## src/rtl/core/rvaf_pkg.sv

```systemverilog
// shared types and constants of the raft follower unit
package rvaf_pkg;

    localparam int LOG_DEPTH = 1024;
    localparam int LOG_AW    = $clog2(LOG_DEPTH);
    localparam int LEN_W     = $clog2(LOG_DEPTH + 1);
    localparam int TERM_W    = 31;
    localparam int ID_W      = 8;
    localparam int IDX_W     = 16;
    localparam int HANDLE_W  = 32;
    localparam int REQ_W     = 200;
    localparam int RES_W     = 40;

    localparam logic FUNC_VOTE   = 1'b0;
    localparam logic FUNC_APPEND = 1'b1;

    localparam logic [1:0] CMD_PUT = 2'd0;
    localparam logic [1:0] CMD_DEL = 2'd1;

    typedef enum logic {
        ST_IDLE,
        ST_EXEC
    } fsm_t;

    // last member sits in the lowest bits
    typedef struct packed {
        logic [HANDLE_W-1:0] value_handle;
        logic [HANDLE_W-1:0] key_handle;
        logic [1:0]          cmd_kind;
        logic                has_entry;
        logic [TERM_W-1:0]   prev_log_term;
        logic [IDX_W-1:0]    prev_log_index;
        logic [IDX_W-1:0]    last_log_index;
        logic [TERM_W-1:0]   last_log_term;
        logic [ID_W-1:0]     candidate_id;
        logic [TERM_W-1:0]   term;
    } req_t;

    typedef struct packed {
        logic [TERM_W-1:0] current_term;
        logic              vote_valid;
        logic [ID_W-1:0]   vote_id;
        logic [LEN_W-1:0]  log_length;
    } core_t;

    typedef struct packed {
        logic [RES_W-37:0] pad;
        logic              log_full;
        logic              save_request;
        logic              became_follower;
        logic              timer_reset;
        logic              ok;
        logic [TERM_W-1:0] reply_term;
    } res_t;

    typedef struct packed {
        logic              en;
        logic [LOG_AW-1:0] addr;
        logic [TERM_W-1:0] data;
    } wr_t;

endpackage

```

## src/rtl/core/rvaf_engine.sv

```systemverilog
// vote and append decision logic, next state and log write-back
module rvaf_engine
    import rvaf_pkg::*;
(
    input  logic              func,
    input  req_t              req,
    input  core_t             core,
    input  logic [TERM_W-1:0] rd_term,
    output core_t             core_next,
    output res_t              res,
    output wr_t               wr
);

    logic [TERM_W-1:0] my_term;
    logic [LEN_W-1:0]  my_index;
    logic              forced;
    logic              grant;
    logic              mismatch;
    logic [IDX_W:0]    slot;

    always_comb begin
        core_next = core;
        res       = '0;
        wr        = '0;
        forced    = 1'b0;
        grant     = 1'b0;
        mismatch  = 1'b0;
        my_term   = '0;
        my_index  = '0;
        slot      = {1'b0, req.prev_log_index} + {{IDX_W{1'b0}}, 1'b1};

        if (func == FUNC_VOTE) begin
            if (req.term > core.current_term) begin
                forced                 = 1'b1;
                core_next.current_term = req.term;
                core_next.vote_valid   = 1'b0;
            end
            // entry zero only ever holds term zero
            if (core.log_length > LEN_W'(1)) begin
                my_term = rd_term;
            end
            if (core.log_length != '0) begin
                my_index = core.log_length - LEN_W'(1);
            end
            if ((!core_next.vote_valid || core.vote_id == req.candidate_id) &&
                req.term >= core_next.current_term &&
                (my_term < req.last_log_term ||
                 (my_term == req.last_log_term &&
                  {{(IDX_W + 1 - LEN_W){1'b0}}, my_index} <=
                  {1'b0, req.last_log_index}))) begin
                grant                = 1'b1;
                core_next.vote_valid = 1'b1;
                core_next.vote_id    = req.candidate_id;
            end
            res.reply_term      = core_next.current_term;
            res.ok              = grant;
            res.became_follower = forced;
            res.save_request    = 1'b1;
        end else begin
            res.reply_term = core.current_term;
            if (req.term >= core.current_term) begin
                res.timer_reset     = 1'b1;
                res.became_follower = 1'b1;
                if (req.term > core.current_term) begin
                    core_next.vote_valid = 1'b0;
                    res.save_request     = 1'b1;
                end
                core_next.current_term = req.term;
                if (!req.has_entry) begin
                    res.ok = 1'b1;
                end else begin
                    if (req.prev_log_index != '0) begin
                        mismatch = ({1'b0, req.prev_log_index} >=
                                    {{(IDX_W + 1 - LEN_W){1'b0}}, core.log_length}) ||
                                   (rd_term != req.prev_log_term);
                    end
                    if (!mismatch) begin
                        // prev index is zero or below the log length here, so the slot fits
                        if ({{(IDX_W + 1 - LEN_W){1'b0}}, core.log_length} != slot) begin
                            core_next.log_length = slot[LEN_W-1:0];
                            res.save_request     = 1'b1;
                        end
                        if (req.cmd_kind == CMD_PUT || req.cmd_kind == CMD_DEL) begin
                            if (slot >= (IDX_W + 1)'(LOG_DEPTH)) begin
                                res.log_full = 1'b1;
                            end else begin
                                wr.en                = 1'b1;
                                wr.addr              = slot[LOG_AW-1:0];
                                wr.data              = req.term;
                                core_next.log_length = slot[LEN_W-1:0] + LEN_W'(1);
                                res.ok               = 1'b1;
                                res.save_request     = 1'b1;
                            end
                        end
                    end
                end
            end
        end
    end

endmodule

```

## config.mk

```make
export PLATFORM = sky130hd
export DESIGN_NAME = rvaf_engine
export DESIGN_NICKNAME = d
export VERILOG_FILES = /design/src/rtl/core/rvaf_pkg.sv /design/src/rtl/core/rvaf_engine.sv
export SDC_FILE = /design/constraint.sdc
export NUM_CORES = 1
export LEC_CHECK = 0
export ABC_AREA = 1
export CORE_AREA = 2 2 161 163
export DETAILED_ROUTE_END_ITERATION = 6
export DIE_AREA = 0 0 163 165
export DONT_BUFFER_PORTS = 1
export PLACE_DENSITY_LB_ADDON = 0.1
export SYNTH_ARGS = -nofsm -noshare
export SYNTH_HDL_FRONTEND = slang
export SYNTH_SLANG_ARGS = --single-unit
```

## constraint.sdc

```tcl
create_clock -name vclk -period 7.3
set_clock_uncertainty 0.15 [all_clocks]
set_input_delay 1.095 -clock vclk [all_inputs]
set_output_delay 1.095 -clock vclk [all_outputs]
set_load 0.1 [all_outputs]
```

* Yosys cells after proc, flatten, opt, wreduce, memory -nomap -nowiden
Cells that the tools add are included.
** Storage, ports and cells
- Logic and storage cells :: 72
- Input port bits :: 283
- Bits in registers :: 0
- Output and inout bits :: 133
** Cells by class
- Reduce and logical (&&, ||, !) cells :: 11
- Add/sub/neg operators :: 3
- Multiplexer cells :: 45
- $lt $le $gt $ge :: 8
- Equal/unequal tests :: 5
** Operators with widths (number)
- $mux 42 :: 6
- $mux 32 :: 5
- $mux 11 :: 9
- $ge 31x31->1 :: 2
- $mux 31 :: 2
- $eq 31x31->1 :: 1
- $gt 31x31->1 :: 1
- $lt 31x31->1 :: 1
- $ne 31x31->1 :: 1
- $add 16x1->17 const B :: 1
- $ge 17x11->1 const B :: 1
- $ne 11x17->1 :: 1
- $ge 16x11->1 :: 1
- $le 11x16->1 :: 1
- $mux 1 :: 16
- $reduce_bool 16->1 :: 1
- $add 11x1->11 const B :: 1
- $gt 11x1->1 const B :: 1
- $reduce_bool 11->1 :: 1
- $sub 11x1->11 const B :: 1
- $mux 9 :: 1
- $eq 8x8->1 :: 1
- $mux 2 :: 4
- $mux 8 :: 1
- other kinds (6) :: 11

* Depth between registers and ports, before layout
Gate-level depths: netlist of run 1.
- Depth in word-level cells :: 10
- Gate-level depth with buffers :: 29
- Depth with buffers taken out :: 27

* Worst setup path before layout of run 1
OpenSTA, ideal clock, no wires.
- Path kind :: input -> output
- Start point :: input port core[38] (netlist name)
- End point :: output port res[35] (netlist name)
- Data arrival time :: 5.129 ns
- Stages on the path :: 12
- Path slack :: 0.926 ns
- Cells stage by stage :: inv_1 > ha_1 > nand2_1 > nor2_1 > nand3_1 > nor3_1 > nand3_1 > nand3_1 > nand2_1 > inv_1 > nand3_1 > nor3_1
** RTL lines
- start, declared :: line rvaf_engine.sv:7 : input core_t core,
- end, declared :: line rvaf_engine.sv:10 : output res_t res,

==> run metrics, run 1 <==
minimum clock period=6.371 ns; Final Setup Violations=0; Worst Setup SP=core[38]; Syn. warnings=0; Leak=4.549 nW; Synth area leaders=ha_1, nand2_1, inv_1; Max Fclk=157.0 MHz; Max Slew Vio Count=0; PortBufs=0; drt first pass iters=4; via/cell ratio=4.857; setup bufs post-CTS=0; row cnt=58; post-synthesis simple-gate area fraction=41.28%; XOR/XNOR Fraction of Synth Area=5.142%; routability cong.=0.8418; GRT Total Usage=18.63%; DR iter-0 viols=412; GRT overflow=0; Nets=1,754; final sequential cell count=0; placed cell area=0.008113 sq mm; sequential share of the synthesized area=0%; outcome=finished clean; FILL cells=2,883; Syn Inst Count=1,318; core area=0.02504 sq mm; final number of hold-violating endpoints=0; Synth top area share=21.50%; synthesized cell area=0.006984 sq mm; Worst Max-Slew Pin Slew=1.187 ns; initial antenna violation count=1; synth unique cells=43; P&R area growth vs syn=16.19%; first-pass GRT wire length=40,410 um; setup TNS=0 ns; Slew headroom=20.87%; Hold Path Depth=2; Crit Path Max Fanout=37; post-synthesis adder-cell area fraction=21.50%; vias in the first global route=7,644; DP Wirelength=23,310 um; Hold/Removal Path Class=input port to output pin; CP required=6.05 ns; via count=8,160; DIE AREA=0.02690 sq mm; Crit. End Element=output pin; Setup crit start kind=input port; final instance area=0.008115 sq mm; unrepaired setup endpoints after global routing=no; Setup CP Type=input port to output pin; drt wl/cell=15.94 um; antenna-violating nets left=0; clock buf count=0; pin count of the biggest net entering global routing=58; FF+latch area=0 sq um; Synth Area in Compound Gates=16.43%; synthesized area per cell=5.299 sq um; # resized after CTS=0; mux contribution to synthesized area=0%; period utilization=87.28%; largest family of logic cells by synthesized area=simple AND/OR/NAND/NOR gates; share of layout cells above drive strength 1=15.34%; WL final=26,780 um; boundary pin count=416; PD cells=112.8 mW/mm^2; Worst VDD drop=0.07467 mV; Critical Path AT=5.13 ns; cell accounting for the most synthesized area=ha_1; hold worst-path end=res[35]; Starting Density=27.90%; area of the multi-input gates=0.006146 sq mm; beginning of the worst hold path=req[135]; # DRC=0; Die Width=163 um; # hold bufs at CTS=0; maxcap violations=0; Die Y=165 um; final core occ=32.41%
[worst max path at each step]
stage | endpoint | slack [ns] | cells after the start
floorplan | res[35] | 0.93 | 12
finish | core_next[12] | 0.93 | 23
detailed placement | core_next[12] | 0.82 | 23
CTS | core_next[12] | 0.81 | 23
global placement | core_next[13] | 0.85 | 23
global route | core_next[13] | 0.38 | 24
[area by class of cell]
class | count | share of cell area (%)
Multi-Input combinational cell | 1041 | 75.73
Inverter | 244 | 11.29
Timing Repair Buffer | 64 | 7.863
Tap cell | 330 | 5.088
Antenna cell | 1 | 0.03084
[kinds of logic after synthesis]
| family | after synthesis |
|---|---|
| and+or+nand+nor | 661 |
| buffers and inverters | 280 |
| other | 1 |
| adders and majority gates | 120 |
| AOI/OAI and AO/OA | 215 |
| xor gates and xnor gates | 41 |
[critical path, cell delays in order]
cell	delay, ns
inv_1	0.06
ha_1	0.30
nand2_1	0.13
nor2_1	0.13
nand3_1	0.07
nor3_1	0.21
nand3_1	0.22
nand2_2	0.48
buf_12	0.27
o21ai_0	0.12
ha_1	0.31
nand2_1	0.10
nor2_1	0.11
nand4_1	0.09
nor3_1	0.14
nand3_1	0.10
nand3_1	0.08
nor2_1	0.05
a21oi_1	0.28
nand3_2	0.34
nand2_1	0.15
nand2_1	0.10
buf_12	0.18
[per-layer routing]
metal | global-route usage, % | wire length [um] | share of wire [%]
met5 | 0 | 0 | 0
met4 | 3.178 | 528 | 2.0
met3 | 3.867 | 2003 | 7.5
met2 | 33.07 | 12580 | 47
met1 | 23.45 | 11670 | 44
[stage by stage]
step                power (mW)  std cells  hold WS, ns  setup WS [ns]
global route            0.9892       1679        2.260         0.3768
finish                  0.9150       1680        2.249         0.9288
detailed placement      0.9195       1679        2.253         0.8187
global placement        0.9175       1679        2.252         0.8472
CTS                     0.9226       1679        2.253         0.8067
floorplan               0.7607       1321        2.394         0.9260
[placed cells by master, fill, tap and decap left out, types with 11 or more instances in the layout]
cell type,netlist,routed
a21oi_1,53,53
buf_12,0,11
buf_4,4,52
ha_1,120,120
inv_1,241,240
nand2_1,329,328
nand3_1,48,47
nand4_1,36,36
nor2_1,161,118
nor2_2,6,49
nor3_1,20,19
o21ai_0,134,102
o21ai_2,5,37
or2_2,29,29
xnor2_1,20,20
xor2_1,21,21
[cell usage after synthesis (all sizes together), types with 2 or more instances]
cell type,n
nand3,52
nand3b,2
xor2,21
a21o,3
buf,15
inv,244
nor3,22
nor4,3
clkbuf,21
nand4,36
ha,120
nand2,339
nor2,171
xnor2,20
o211ai,3
o21ai,149
or2,33
a21oi,53
[where the power goes]
group          internal, mW  switching [mW]  leakage [nW]
Sequential                0               0             0
Clock          0.0000000183               0    0.00000634
Combinational         0.192           0.723          4.55
No activity file was read; power rests on OpenSTA's default activity.
==> run 2: changes to the inputs <==
Settings changed: SLEW_MARGIN set to 20.
Clock period 7.3 ns to 5.7 ns, I/O delays scaled along.
==> run 2 against run 1 <==
  * Flip-flop and latch count unchanged
  * Non-clock buffer count increased by 50
  * Total power rose by 38%
  * Largest cell class unchanged
  * Design area is 13% higher
  * Largest power group unchanged
  * Combinational power grew 38%
  * First-iteration DRC count is 6.3% lower
==> run metrics, run 2 (synthesis gave the netlist of run 1 again) <==
antenna-violating nets left=0 (unchanged); # hold bufs at CTS=0 (unchanged); maxcap violations=0 (unchanged); Worst Max-Slew Pin Slew=1.215 ns (+0.02797 ns); WL met3=1988 um (-0.75%); DP Wirelength=24,160 um (+3.6%); Crit. End Element=output pin; period utilization=95.57%; pin count of the biggest net entering global routing=53 (-8.6%); boundary pin count=416 (unchanged); minimum clock period=5.448 ns; Max Fclk=183.6 MHz; PortBufs=0 (unchanged); Psw=0.9481 mW (+31%); Top Layer Used=met5; WL final=28,130 um (+5.1%); via/cell ratio=4.821 (-0.75%); Hold Path Depth=2 (unchanged); PD cells=138.2 mW/mm^2 (+23%); FF+latch area=0 sq um (unchanged); Comb pwr share=100.0% (about the same); M1 WL=12,360 um (+6.0%); sequential power share=0% (unchanged); drt first pass iters=5 (+1); via count=8,335 (+2.1%); # DRC=0 (unchanged); Hold/Removal Path Class=input port to output pin; Starting Density=27.90% (unchanged); row cnt=58 (unchanged); Worst VDD drop=0.09663 mV (+29%); Crit Path Max Fanout=26 (-30%); FILL cells=2,860 (-0.80%); Setup CP Type=input port to output pin; setup TNS=0 ns (unchanged); clock buf count=0 (unchanged); P&R area growth vs syn=30.99%; Setup crit start kind=input port; initial antenna violation count=1 (unchanged); Leak=4.935 nW (+8.5%); Clock Power Share=0% (unchanged); hold worst-path end=res[35]; final number of hold-violating endpoints=0 (unchanged); Die Y=165 um (unchanged); vias in the first global route=7,932 (+3.8%); Slew headroom=19.00% (-1.9 points); total power=1.264 mW (+38%); Final Setup Violations=0 (unchanged); Sw Share=75.01% (-4.1 points); GRT overflow=0 (unchanged); beginning of the worst hold path=req[135]; commonest non-fill, non-tap cell in the layout=nand2_1; first-pass GRT wire length=42,890 um (+6.1%); final sequential cell count=0 (unchanged); DIE AREA=0.02690 sq mm (unchanged); outcome=finished clean; placed cell area=0.009027 sq mm (+11%); Die Width=163 um (unchanged); Max Slew Vio Count=0 (unchanged); GRT Total Usage=19.63% (+1.0 points); Ant. Diodes=0 (-1); core area=0.02504 sq mm (unchanged); share of layout cells above drive strength 1=19.01% (+3.7 points); Nets=1,804 (+2.9%); routed wl met2=13,260 um (+5.4%); final instance area=0.009149 sq mm (+13%); drt wl/cell=16.27 um (+2.1%); DR iter-0 viols=386 (-6.3%); routability cong.=0.9060 (+7.6%); Critical Path AT=4.44 ns (-0.69 ns); CP required=4.70 ns (-1.35 ns); most frequent cells in the layout=nand2_1, inv_1, ha_1, nor2_1, o21ai_0; Internal=0.3158 mW (+65%)
run 2: cell types whose count changed in the layout (fill, tap and decap cells not counted), moves of 2 or more:
| cell | change |
|---|---|
| a21oi_1 | -2 |
| buf_6 | +2 |
| a21oi_2 | +2 |
| clkbuf_16 | +2 |
| nor3_1 | -2 |
| buf_12 | +47 |
run 2: what timing repair did:
action / in CTS / in global routing
resized for setup: 0 / 13
setup buffers: 0 / 1
setup endpoints to repair: 0 / 10
run 2: how the worst max path moves through the flow:
stage / from / end / cells past startpoint
2_1_floorplan: core[42] / core_next[19] / 23
3_3_place_gp: core[38] / core_next[16] / 30
3_5_place_dp: core[38] / core_next[16] / 26
4_1_cts: core[38] / core_next[16] / 26
5_1_grt: core[46] / core_next[16] / 28
6_report: core[46] / core_next[16] / 26
run 2: through the flow:
stage                     setup WS (ns)  util (%)  std cells  hold slack, ns
after floorplan                -0.07959         -       1321           1.744
after global placement          0.05549     36.06       1726           1.747
after detailed placement        0.04266     36.06       1726           1.747
after CTS                       0.03028     36.06       1726           1.747
after global routing           -0.04218     36.54       1729           1.747
final                            0.2524     36.54       1729           1.745
run 2: power groups by stage:
stage | logic (mW) | registers [mW] | clock network, mW
after floorplan | 0.974 | 0 | 0
after global placement | 1.24 | 0 | 0
after detailed placement | 1.24 | 0 | 0
after CTS | 1.25 | 0 | 0
after global routing | 1.36 | 0 | 0
final | 1.26 | 0 | 0
run 2: worst max-delay path: stages:
cell       delay [ns]
inv_1            0.07
ha_1             0.31
nand2_1          0.07
inv_2            0.09
nand3_1          0.09
nor3_2           0.17
and2_1           0.18
nand2_1          0.08
nand2_1          0.10
nand2_4          0.10
clkbuf_16        0.22
nand2_1          0.07
o21ai_0          0.11
ha_1             0.36
a21oi_1          0.08
o21ai_0          0.24
a21oi_1          0.11
o21ai_0          0.10
nand2_1          0.09
a21oi_2          0.20
buf_6            0.14
nand3_2          0.06
buf_4            0.20
nand2_1          0.06
nand2_1          0.10
buf_12           0.18
run 2: layer usage:
metal	track usage (%)	up-vias
li1	-	4372
met1	25.44	3682
met2	34.17	251
met3	3.943	28
met4	3.017	2
met5	0	-
run 2: cell type report:
cell class,count,area (sq um),share of cell area (%)
inverter,244,915.9,10.01
multi-input combinational,1041,6196,67.72
timing repair buffer,114,1624,17.75
tap,330,412.9,4.513
